### src/rtl/hdf_pkg.sv
// Shared types and constants for the hyperedge domination finder.
package hdf_pkg;

  localparam logic [1:0] CMD_CLEAR = 2'd0;
  localparam logic [1:0] CMD_ADD   = 2'd1;
  localparam logic [1:0] CMD_CLOSE = 2'd2;
  localparam logic [1:0] CMD_EVAL  = 2'd3;

  localparam int SIZE_W      = 7;
  localparam int HITS_W      = 7;
  localparam int MAX_RESULTS = 64;

  typedef struct packed {
    logic [1:0] cmd;
    logic [5:0] node_id;
  } hdf_item_t;

  typedef struct packed {
    logic [5:0] edge_index;
    logic       found;
    logic       overflow;
    logic       last;
  } hdf_result_t;

endpackage

### src/rtl/hdf_edge_store.sv
// Edge store: synchronous memory of node bitsets and sizes; read data is registered.
module hdf_edge_store #(
  parameter int NODE_COUNT    = 64,
  parameter int EDGE_CAPACITY = 64,
  localparam int IDX_W        = $clog2(EDGE_CAPACITY),
  localparam int DATA_W       = hdf_pkg::SIZE_W + NODE_COUNT
) (
  input  logic              clk,
  input  logic              wr_en,
  input  logic [IDX_W-1:0]  wr_addr,
  input  logic [DATA_W-1:0] wr_data,
  input  logic [IDX_W-1:0]  rd_addr,
  output logic [DATA_W-1:0] rd_data
);

  logic [DATA_W-1:0] mem [EDGE_CAPACITY];

  always_ff @(posedge clk) begin
    if (wr_en) begin
      mem[wr_addr] <= wr_data;
    end
  end

  always_ff @(posedge clk) begin
    rd_data <= mem[rd_addr];
  end

endmodule

### config.mk
export PLATFORM = sky130hd
export DESIGN_NAME = hdf_edge_store
export DESIGN_NICKNAME = d
export VERILOG_FILES = /design/src/rtl/hdf_pkg.sv /design/src/rtl/hdf_edge_store.sv
export SDC_FILE = /design/constraint.sdc
export NUM_CORES = 2
export LEC_CHECK = 0
export ABC_AREA = 1
export BUFFER_PORTS_ARGS = -buffer_cell sky130_fd_sc_hd__buf_2
export CORE_MARGIN = 4
export CORE_UTILIZATION = 25
export CTS_CLUSTER_DIAMETER = 150
export DETAILED_ROUTE_END_ITERATION = 7
export PLACE_DENSITY = 0.37
export SLEW_MARGIN = 5
export SYNTH_ARGS = -nofsm -noshare
export SYNTH_HDL_FRONTEND = slang
export SYNTH_MEMORY_MAX_BITS = 65536
export SYNTH_SLANG_ARGS = --single-unit
### constraint.sdc
create_clock -name clk -period 22.1 [get_ports clk]
set_input_delay 3.315 -clock clk [delete_from_list [all_inputs] [get_ports clk]]
set_output_delay 3.315 -clock clk [all_outputs]
set_load 0.03 [all_outputs]
# Word-level counts from Yosys, hierarchy flattened
# Memories as Yosys holds them, arrays and structs flattened. A register that Yosys moved wholly into a read port is not among the register bits.
# Cells that the tools add are included.
dict set report classes {
  n_mux 2
}
# cell count
set op_table {}
lappend op_table {{$mux W1} 2}
dict set report totals {
  wordCells 3
  in_bits 85
  out_inout_bits 71
  ff_bits 0
  mem_bits_rw 4544
  n_memories 1
}
# memory words word_bits read_ports rd_ports_with_merged_regs wr line
set mem_list {}
lappend mem_list {mem 64 71 1 1 1 hdf_edge_store.sv:16} ;# logic [DATA_W-1:0] mem [EDGE_CAPACITY];

# Logic depth before layout (Yosys ltp)
dict set report depth {
  ltp_word 2
  depth_mapped 13
  ltp_nobuf 9
}

# Least setup slack after synthesis
# Ideal clock, no wire load.
dict set report synth_timing {
  path_kind {input -> register}
  from {in wr_en}
  to {mem mem[48][0] (netlist bit), enable pin}
  arrival_ns 10.609
  required_ns 21.423
  path_buffers 1
  stages 3
  setup_time_ns 0.677
  setup_slack_ns 10.814
  path_cell_list {clkbuf_1 nand4_1 nor4_1}
}
dict set report synth_via {
  elab_chain_cells 2
}
# element line
set synth_rtl {}
lappend synth_rtl {{start, declared} hdf_edge_store.sv:9} ;# input logic wr_en,
lappend synth_rtl {{$mux W1} hdf_edge_store.sv:19} ;# if (wr_en) begin
lappend synth_rtl {{$mux W1 (not written as such)} hdf_edge_store.sv:20} ;# mem[wr_addr] <= wr_data;
lappend synth_rtl {{end, declared} hdf_edge_store.sv:16}
# No other way between the ends.

==> out/qor.txt <==
status - complete, no violations
Worst setup EP type - register
clk sinks - 4615
Area growth, synth to finish - 15.3%
Synth Register Bits - 4615
commonest non-fill, non-tap cell in the layout - nand2_1
max-cap violation count - 0
top routing layer in use - met5
Worst-Skew Late Latency - 1.11 ns
final setup violation count - 0
grt ovf - 0
hold-fix buffers at CTS - 0
Root Buffer - clkbuf_16
Mapped Cells - 14900
Final Non-Filler Cells - 25200
core box area - 0.732 mm^2
final estimated routing congestion in global placement - 0.713
Leak - 72.3 nW
Seq/Total Area, Yosys - 75.0%
relative slew slack - 12.5%
RSZ-0062 raised after global routing - false
met3 routed WL - 37.5 mm
Antenna Violating Nets Remaining - 0
Mapped Nets - 14900
simple-gate share of the synthesized area - 21.8%
RR Startpoint - mem[13][3]
Syn Area/Cell - 12.4 um^2
initial antenna violation count - 99
Pwr Density - 92.6 mW/mm^2
vias - 119000
Vias/cell - 4.73
min-delay src - mem[10][38]
Register Area - 0.138 mm^2
largest net degree at the start of global routing - 209
Final Max Tran Viols - 0
Worst IR Drop VDD - 0.0763 mV
Critical R2R Capture - rd_data[3]
gr usage total - 18.4%
count of cell types in the netlist - 18
Startpoint Class - primary input
Critical Path RT - 23.11 ns
Clock Tree Buf Depth - 4
design area - 0.212 mm^2
Final Skew - 0.0685 ns
WL met2 - 340 mm
routed length on met1 - 325 mm
crit path DAT - 8.50 ns
Worst-Margin Slew - 1.31 ns
WHS Path Cells - 8
nets - 15000
Num CTS Buffers - 550
first-pass GRT wire length - 983 mm
routed length per instance - 28.4 um
fill cell count - 74700
hpwl dp - 339 mm
Place WS - 13.42 ns
flop2flop setup slack - 20.37 ns
WS Path Type - in2reg
hold crit path type - reg2reg
hold_ws - 0.782 ns
FF-to-FF path depth - 8
share of layout cells above drive strength 1 - 8.28%
die area - 0.749 mm^2
XOR/XNOR share of the synthesized area - 0%
CP max FO - 208
multiplexer area fraction after synthesis - 0%
Hold Path Sink - rd_data[38]
# placed instances - 24200
initial core utilization - 25.1%
setup bufs post-CTS - 0
I/O Buffers - 155
post-synthesis compound-gate area fraction - 0%
FMAX - 133 MHz
placed cell area - 0.195 mm^2
drt first pass iters - 8
Synth Warn # - 0
Starting DRT DRC Count - 11400
Clock H-tree levels - 6
largest family of logic cells by synthesized area - simple AND/OR/NAND/NOR gates
final wirelength - 716 mm
via count of the first global-routing pass - 116000
final worst slack - 14.61 ns
most frequent cells in the layout - nand2_1, edfxtp_1, nand3_1
Synth Area in Adders - 0%
CTS tree - yes
drt drc - 0
Mapped Area - 0.184 mm^2
Tcrit/Tclk final - 33.9%
io pins - 156
Fin Setup TNS - 0 ns
footprint of the multi-input gates - 0.0405 mm^2
Row Count - 314
Hold Fails Final Rpt - 0
chip width - 865 um
clock-pin slew on the worst setup and hold paths - 0.06 ns
die height - 865 um
fin crit period - 7.49 ns
Post-CTS Resized - 0
layout make-up:
class / instances / area share [%]
clock inverter: 234 / 0.975
clock buffer: 748 / 7.07
multi-input combinational: 9239 / 19.1
sequential: 4615 / 65.1
tap: 9796 / 5.78
inverter: 12 / 0.0514
antenna: 38 / 0.0449
timing repair buffer: 501 / 1.87
cells in the mapped netlist:
| master | number | share of area, % |
|---|---|---|
| buf_8 | 1 | 0.0082 |
| buf_1 | 94 | 0.19 |
| clkbuf_1 | 160 | 0.33 |
| buf_2 | 548 | 1.5 |
| clkinv_1 | 1 | 0.0020 |
| nand4_1 | 9 | 0.031 |
| inv_6 | 1 | 0.0048 |
| inv_1 | 7 | 0.014 |
| buf_4 | 39 | 0.16 |
| buf_12 | 1 | 0.011 |
| nor2_1 | 56 | 0.11 |
| buf_6 | 152 | 0.93 |
| nand3_1 | 4267 | 12 |
| nand2_1 | 4899 | 10 |
| nor4_1 | 8 | 0.027 |
| dfxtp_1 | 71 | 0.77 |
| inv_2 | 3 | 0.0061 |
| edfxtp_1 | 4544 | 74 |
worst max-delay path by stage:
stage,start,end,slack (ns),cells after the start
floorplan,wr_en,mem[48][0],10.81,3
global placement,rd_addr[0],rd_data[47],13.45,14
detailed placement,rd_addr[0],rd_data[47],13.42,14
CTS,rd_addr[0],rd_data[47],14.63,14
global route,rd_addr[0],rd_data[47],14.31,14
finish,rd_addr[0],rd_data[40],14.61,14
layer usage:
layer	vias up	GRT usage [%]
li1	53300	-
met1	61700	25.8
met2	3249	30.7
met3	778	2.64
met4	48	3.53
met5	-	0
flip-flops by register name, indices dropped and copies added (netlist names):
name     flops
rd_data     71
mem       4544
logic make-up (layout without fill, tap and decap cells):
family | count (synthesis) | count (layout)
and+or+nand+nor | 9239 | 9239
other | 0 | 38
DFF | 4615 | 4615
buffers and inverters | 1007 | 1495
where the power goes:
| part | internal, mW | switching [mW] |
|---|---|---|
| Combinational | 0.247 | 0.878 |
| Clock | 4.99 | 3.77 |
| Sequential | 9.69 | 0.0384 |
| Total | 14.9 | 4.68 |
worst max-delay path, cell delays in order:
cell,delay [ns]
buf_12,0.15
clkinv_16,0.49
buf_4,0.86
buf_12,0.71
buf_4,0.81
buf_4,0.90
nand2_1,0.11
nand3_1,0.11
nand3_1,0.09
nand3_1,0.24
nand3_1,0.16
nand2_1,0.10
nand2_1,0.07
nand2_1,0.08
metrics by stage:
| stage | utilization, % | power [mW] |
|---|---|---|
| finish | 28.9 | 19.6 |
| global route | 28.9 | 20.3 |
| CTS | 28.9 | 19.9 |
| detailed placement | 26.6 | 11.1 |
| global placement | 26.6 | 11.1 |
| floorplan | - | 10.5 |
Note: power is estimated with default switching activity, not from simulation.
