$ cat config.mk
export PLATFORM = sky130hd
export DESIGN_NAME = hdf_scan
export DESIGN_NICKNAME = d
export VERILOG_FILES = /design/src/rtl/hdf_pkg.sv /design/src/rtl/hdf_scan.sv
export SDC_FILE = /design/constraint.sdc
export NUM_CORES = 1
export LEC_CHECK = 0
export BUFFER_PORTS_ARGS = -buffer_cell sky130_fd_sc_hd__buf_4
export CAP_MARGIN = 0
export CORE_MARGIN = 2
export CORE_UTILIZATION = 41
export CTS_CLUSTER_DIAMETER = 30
export DETAILED_ROUTE_END_ITERATION = 16
export MAX_ROUTING_LAYER = met4
export SKIP_LAST_GASP = 1
export SLEW_MARGIN = 5
export SYNTH_ARGS = -nofsm -noshare
export SYNTH_HDL_FRONTEND = slang
export SYNTH_SLANG_ARGS = --single-unit
$ cat constraint.sdc
create_clock -name clk -period 16.35 [get_ports clk]
set_input_delay 0.8175 -clock clk [delete_from_list [all_inputs] [get_ports clk]]
set_output_delay 0.8175 -clock clk [all_outputs]
set_load 0.05 [all_outputs]
$ cat src/rtl/hdf_pkg.sv
// Shared types and constants for the hyperedge domination finder.
package hdf_pkg;

  localparam logic [1:0] CMD_CLEAR = 2'd0;
  localparam logic [1:0] CMD_ADD   = 2'd1;
  localparam logic [1:0] CMD_CLOSE = 2'd2;
  localparam logic [1:0] CMD_EVAL  = 2'd3;

  localparam int SIZE_W      = 7;
  localparam int HITS_W      = 7;
  localparam int MAX_RESULTS = 64;

  typedef struct packed {
    logic [1:0] cmd;
    logic [5:0] node_id;
  } hdf_item_t;

  typedef struct packed {
    logic [5:0] edge_index;
    logic       found;
    logic       overflow;
    logic       last;
  } hdf_result_t;

endpackage

$ cat src/rtl/hdf_scan.sv
// Evaluate sequencer: walks stored edge pairs through the edge store and emits results.
module hdf_scan #(
  parameter int NODE_COUNT    = 64,
  parameter int EDGE_CAPACITY = 64,
  localparam int IDX_W        = $clog2(EDGE_CAPACITY),
  localparam int CNT_W        = $clog2(EDGE_CAPACITY + 1),
  localparam int DATA_W       = hdf_pkg::SIZE_W + NODE_COUNT
) (
  input  logic                clk,
  input  logic                rst,
  input  logic                go,
  input  logic [CNT_W-1:0]    count,
  input  logic                dropped,
  output logic [IDX_W-1:0]    rd_addr,
  input  logic [DATA_W-1:0]   rd_data,
  output logic                busy,
  output logic                strobe,
  output hdf_pkg::hdf_result_t result
);

  localparam logic [2:0] S_IDLE = 3'd0;
  localparam logic [2:0] S_RDJ  = 3'd1;
  localparam logic [2:0] S_LDJ  = 3'd2;
  localparam logic [2:0] S_RDI  = 3'd3;
  localparam logic [2:0] S_CMP  = 3'd4;
  localparam logic [2:0] S_FIN  = 3'd5;

  logic [2:0]                   state;
  logic [IDX_W-1:0]             j;
  logic [IDX_W-1:0]             i;
  logic [NODE_COUNT-1:0]        set_j;
  logic [hdf_pkg::SIZE_W-1:0]   size_j;
  logic                         pend;
  logic [IDX_W-1:0]             pend_idx;
  logic [hdf_pkg::HITS_W-1:0]   hits;

  logic [NODE_COUNT-1:0]        set_i;
  logic [hdf_pkg::SIZE_W-1:0]   size_i;
  logic                         subset;
  logic                         dom;
  logic                         hit;
  logic                         i_last;
  logic                         j_last;
  logic                         full;

  assign set_i  = rd_data[NODE_COUNT-1:0];
  assign size_i = rd_data[NODE_COUNT +: hdf_pkg::SIZE_W];
  assign subset = (set_i & ~set_j) == '0;

  always_comb begin
    if (size_i == size_j) begin
      dom = subset && (i < j);
    end else begin
      dom = subset && (size_i < size_j);
    end
  end

  assign hit    = (i != j) && dom;
  assign i_last = (CNT_W'(i) + CNT_W'(1)) == count;
  assign j_last = (CNT_W'(j) + CNT_W'(1)) == count;
  assign full   = (hits + hdf_pkg::HITS_W'(1)) == hdf_pkg::HITS_W'(hdf_pkg::MAX_RESULTS);

  assign rd_addr = (state == S_RDJ) ? j : i;
  assign busy    = state != S_IDLE;

  always_ff @(posedge clk) begin
    if (rst) begin
      state  <= S_IDLE;
      strobe <= 1'b0;
      pend   <= 1'b0;
    end else begin
      strobe <= 1'b0;
      unique case (state)
        S_IDLE: begin
          if (go) begin
            j    <= '0;
            i    <= '0;
            pend <= 1'b0;
            hits <= '0;
            state <= (count == '0) ? S_FIN : S_RDJ;
          end
        end
        S_RDJ: begin
          state <= S_LDJ;
        end
        S_LDJ: begin
          set_j  <= rd_data[NODE_COUNT-1:0];
          size_j <= rd_data[NODE_COUNT +: hdf_pkg::SIZE_W];
          state  <= S_RDI;
        end
        S_RDI: begin
          state <= S_CMP;
        end
        S_CMP: begin
          if (hit) begin
            hits     <= hits + hdf_pkg::HITS_W'(1);
            pend     <= 1'b1;
            pend_idx <= j;
            if (pend) begin
              strobe            <= 1'b1;
              result.edge_index <= 6'(pend_idx);
              result.found      <= 1'b1;
              result.overflow   <= dropped;
              result.last       <= 1'b0;
            end
          end
          if (hit || i_last) begin
            if (j_last || (hit && full)) begin
              state <= S_FIN;
            end else begin
              j     <= j + IDX_W'(1);
              i     <= '0;
              state <= S_RDJ;
            end
          end else begin
            i     <= i + IDX_W'(1);
            state <= S_RDI;
          end
        end
        S_FIN: begin
          strobe            <= 1'b1;
          result.edge_index <= pend ? 6'(pend_idx) : 6'd0;
          result.found      <= pend;
          result.overflow   <= dropped;
          result.last       <= 1'b1;
          state             <= S_IDLE;
        end
        default: begin
          state <= S_IDLE;
        end
      endcase
    end
  end

endmodule

# After elaboration in Yosys (flattened, before gate mapping)
# Cells that the tools add are included.
word_totals:
  register_bits: 110
  output_inout_bits: 17
classes:
  bitwise_logic: 3
  n_addsub: 5
  n_reduce_logical: 19
  order_cmp: 2
  eq_ne: 16
  n_mux: 27
op_table:
  columns: ["cell", "n"]
  rows:
  - ["$and 64x64->64", 1]
  - ["$logic_not 64->1", 1]
  - ["$not 64->64", 1]
  - ["$mux 6", 7]
  - ["$pmux 6 s2", 2]
  - ["$eq 7x7->1", 3]
  - ["$mux 9", 2]
  - ["$pmux 9 s2", 1]
  - ["$pmux 3 s5", 1]
  - ["$add 6x1->7 const B", 2]
  - ["$mux 7", 2]
  - ["$pmux 7 s2", 1]
  - ["$add 6x1->6 const B", 2]
  - ["$mux 3", 4]
  - ["$reduce_and 4->1", 3]
  - ["$ne 2x2->1 const B", 5]
  - ["$add 7x1->7 const B", 1]
  - ["$eq 7x7->1 const B", 1]
  - ["$logic_not 7->1", 1]
  - ["$lt 7x7->1", 1]
  - ["$eq 3x2->1 const B", 2]
  - ["$eq 3x3->1 const B", 2]
  - ["$lt 6x6->1", 1]
  - ["$ne 6x6->1", 1]
  - ["other kinds (13)", 24]

# Logic depth before layout (Yosys ltp)
depth:
  ltp_word: 11
  mapped_depth: 10
  mapped_depth_nobuf: 9

# Least setup slack after synthesis
# Ideal clock, no wire load.
synth_timing:
  path_type: "input port to flip-flop"
  startpoint: "in rst"
  endpoint: "reg set_j[0] (enable)"
  path_stages: 1
  required_ps: 15647
  slack_ps: 7399
  setup_ps: 703
  arrival_time_ps: 8248
  path_cell_list: "nor4b_1"
synth_between:
  elab_chain_cells: 2
synth_lines:
  columns: ["item", "line_no", "source"]
  rows:
  - ["start: declaration", "hdf_scan.sv:10", "input logic rst,"]
  - ["$not 1->1 (no line)", null, null]
  - ["$reduce_and 2->1 (no line)", null, null]
  - ["end signal: assignment", "hdf_scan.sv:87", "set_j <= rd_data[NODE_COUNT-1:0];"]
  - ["end: declaration", "hdf_scan.sv:31", "logic [NODE_COUNT-1:0] set_j;"]
# Every way passes these cells.
# A chain may end at the register's enable or synchronous reset.

# Final worst setup path
layout_timing:
  startpoint: "in rd_data[64]"
  endpoint: "reg result[6] in the netlist's numbering (enable)"
layout_between:
  elab_chain_cells: 6
  word_cells_on_any_way: 7
  cone_classes: "order compare (1); eq/ne (2); mux (1); reduce/logical (3)"
layout_lines:
  columns: ["item", "line_no", "source"]
  rows:
  - ["start: declaration", "hdf_scan.sv:15", "input logic [DATA_W-1:0] rd_data,"]
  - ["$lt 7x7->1", "hdf_scan.sv:54", "dom = subset && (size_i < size_j);"]
  - ["$logic_and 1x1->1", "hdf_scan.sv:54", null]
  - ["$mux 1 (*)", "hdf_scan.sv:51", "if (size_i == size_j) begin"]
  - ["$logic_and 1x1->1 (*)", "hdf_scan.sv:58", "assign hit = (i != j) && dom;"]
  - ["$ne 2x2->1 (no line) (*)", null, null]
  - ["$reduce_and 4->1 (no line) (*)", null, null]
  - ["end: declaration", "hdf_scan.sv:18", "output hdf_pkg::hdf_result_t result"]
# Mark *: on every way between the ends. The rest lies on a longest branch, timed or not.

==> results.yml <==
job:
  maxCapViolCount: 0
synth:
  synth.net_count: 506
  yosysTopAreaCell: "edfxtp_1"
  adder_cell_share_of_the_synthesized_area_pct: 4.14
  ys_seq_elements: 110
  ys.warnings.count: 0
  synth_area_um2: 5140
  fraction_of_the_mapped_netlist_area_in_compound_gates_pct: 7.94
  post_synth_xor_area_fraction_pct: 5.16
  synth_area_per_cell_um2: 12.6
  synth_cells: 407
  synth_top_area_share_pct: 61.3
  dominantRegCellSynth: "edfxtp_1"
  synth_edf_count: 105
  synth_top_family_by_area: "simple AND/OR/NAND/NOR gates"
  post_synth_arst_share_pct: 0
  synth.distinct_cells: 51
  synth-simple-area-share_pct: 11.0
  netlist_top_cells_area: "edfxtp_1 61%, inv_1 5.8%, ha_1 4.1%"
  yosysSeqAreaShare_pct: 63.3
  proportion_of_synthesized_area_in_mux_cells_pct: 1.48
power:
  switching_share_pct: 24.6
  power_per_cell_area_nw_per_um2: 101
  p_seq_share_pct: 52.4
  peakVddDrop_mv: 0.0671
  static-leakage-power_nw: 2.57
  cellInternalPower_mw: 0.486
  combinational_share_of_power_pct: 13.5
  clkPwrFrac_pct: 34.1
  totalPowerFinal_mw: 0.644
  switchingPower_mw: 0.159
cells_and_area:
  area_growth_syn_to_layout_pct: 23.5
  num_antenna_cells: 0
  seqCellArea_um2: 3250
  commonest_cells_after_routing_fill_and_taps_aside: "105 x edfxtp_1, 99 x buf_4, 80 x inv_1"
  layout.cells.non_filler: 684
  ratio_of_cells_with_drive_above_1_in_the_final_layout_pct: 26.4
  fillerInstances: 1083
  multiInputGateArea_um2: 1540
  layout_commonest_cell: "edfxtp_1"
  nNetsFinal: 610
drt:
  vias_per_cell: 4.84
  drtPass1Iterations: 5
  vias: 3311
  first_iter_violations: 138
  routed_wl_um: 9850
  avgRoutedWirePerCell_um: 14.4
  final_antenna_net_count: 0
  remaining_drc_errors: 0
die:
  core_outline_area_um2: 12100
  initial_core_util_pct: 42.4
  core.rowCount: 40
  dieHeight_um: 116
  die_area_um2: 13400
  die_x_um: 116
  floorplan.io_pins: 99
global_routing:
  grt.overflow.total: 0
  first_global_vias: 3378
  grt_usage_pct: 16.1
  grt_max_degree: 72
  antenna_found_initial: 0
  grt_pass1_wl_um: 15900
sta:
  slew_headroom_pct: 35.1
  fin_crit_ns: 3.28
  number_of_endpoints_failing_setup_at_the_final_stage: 0
  final.setup.tns_ns: 0
  finClkSkew_ns: 0.00837
  max_freq_mhz: 305
  rsz_0062_raised_after_global_routing: "false"
  hold_viol: 0
  drv_slew: 0
  tightestPinTransition_ns: 0.971
  period_utilization_pct: 20.0
hold_path:
  holdCritPathClass: "flop to flop"
clock_network:
  path_clk_slew_ns: 0.07
  cts_tree: "yes"
  cts-htree-levels: 3
  clock-sinks: 110
  cts-hold-fix-buffers: 0
  tritoncts.num_buffers: 9
  cts.repair.resized: 0
  post-cts-setup-buffers: 0
  max-clock-path-buffers: 2
  clockRootBuffer: "clkbuf_16"
  clock_latency_on_the_worst_skew_pair_ns: 0.35
placed_design:
  port_buffer_count: 98
  gpl.final_weighted_congestion: 0.806
  place.detailed.hpwl_um: 7390
  numPlacedInstances: 668
critical_path:
  critPathArrivalTime_ns: 3.26
  worst_endpoint_required_time_ns: 16.33
  cp-start-kind: "input port"
  critPathCaptureType: "flop"
  max_fanout_on_critical_path: 9
  timing_worst_setup_path_type: "input port to flop"
outcome:
  status: "complete, no violations"
## registers in the layout, summed over array words and instances, names as in the netlist, 3 cells and up
name	flops
set_j	64
pend_idx	6
result	9
state	3
i	6
size_j	7
hits	7
j	6
## cell families (layout without fill, tap and decap cells)
| kind of cell | after synthesis | count (layout) |
|---|---|---|
| adder cells (fa/ha/maj) | 17 | 17 |
| AND/OR/NAND/NOR | 101 | 101 |
| multiplexers | 7 | 7 |
| flip-flops | 110 | 110 |
| AO/OA/AOI/OAI | 60 | 60 |
| buffers and inverters | 87 | 196 |
| XOR/XNOR | 25 | 25 |
## worst paths after layout
check / startpoint / end / slack, ns / cells after the start
min reg2reg: pend / pend / 0.53 / 2
max: rd_data[64] / result[6] / 13.07 / 10
min: pend / pend / 0.53 / 2
max reg2reg: j[4] / result[6] / 13.24 / 8
## power groups by stage
stage          logic [mW]  clock network (mW)  registers, mW
6_report           0.0868               0.220          0.338
5_1_grt            0.0961               0.237          0.340
4_1_cts            0.0880               0.228          0.338
3_5_place_dp       0.0876                   0          0.344
3_3_place_gp       0.0859                   0          0.343
2_1_floorplan      0.0577                   0          0.342
## through the flow
| stage | setup slack [ns] | utilization [%] | instance area, um^2 | hold WS (ns) |
|---|---|---|---|---|
| 4_1_cts | 12.64 | 52.4 | 6340 | 0.531 |
| 3_5_place_dp | 12.28 | 49.9 | 6040 | 0.517 |
| 5_1_grt | 12.86 | 52.4 | 6350 | 0.544 |
| 2_1_floorplan | 7.40 | - | 5140 | 0.486 |
| 6_report | 13.07 | 52.4 | 6350 | 0.531 |
| 3_3_place_gp | 12.44 | 49.9 | 6040 | 0.526 |
## layer usage
metal	vias to the layer above	track usage [%]	routed length, um
li1	1668	-	-
met1	1552	18.9	4380
met2	77	26.4	4870
met3	14	3.92	389
met4	0	6.83	204
met5	-	-	0
## critical path, cell delays in order
cell and delay (ns):
buf_4 0.08, inv_1 0.03, ha_1 0.29, nand2b_1 0.15, a211oi_1 0.23, nor3_1 0.08, o22a_2 0.22, nor4_4 0.53
a21oi_1 0.18, nor3_2 0.63
## synthesized netlist by cell type (2+ instances only)
| library cell | count |
|---|---|
| and3_1 | 3 |
| or3_1 | 2 |
| edfxtp_1 | 105 |
| nor3b_1 | 2 |
| nor3_1 | 10 |
| o22ai_1 | 31 |
| clkbuf_1 | 2 |
| nor4b_1 | 2 |
| inv_1 | 80 |
| nand2b_1 | 3 |
| ha_1 | 17 |
| a221oi_1 | 2 |
| nor2b_1 | 8 |
| mux2_2 | 5 |
| nor4_1 | 9 |
| nand2_1 | 11 |
| o21ai_0 | 7 |
| nand4b_1 | 2 |
| mux2i_1 | 2 |
| nand4_1 | 5 |
| dfxtp_1 | 5 |
| nor2_1 | 25 |
| a21oi_1 | 9 |
| xor2_1 | 9 |
| nand3_1 | 10 |
| clkbuf_8 | 3 |
| xnor2_1 | 13 |
| and3_2 | 2 |
## layout make-up
class	instances	area share [%]
inverter	81	4.79
tap	168	3.31
clock buffer	9	3.55
timing repair buffer	99	11.7
sequential	110	51.2
multi-input combinational	210	24.2
clock inverter	7	1.20
No activity file was read; power rests on OpenSTA's default activity.
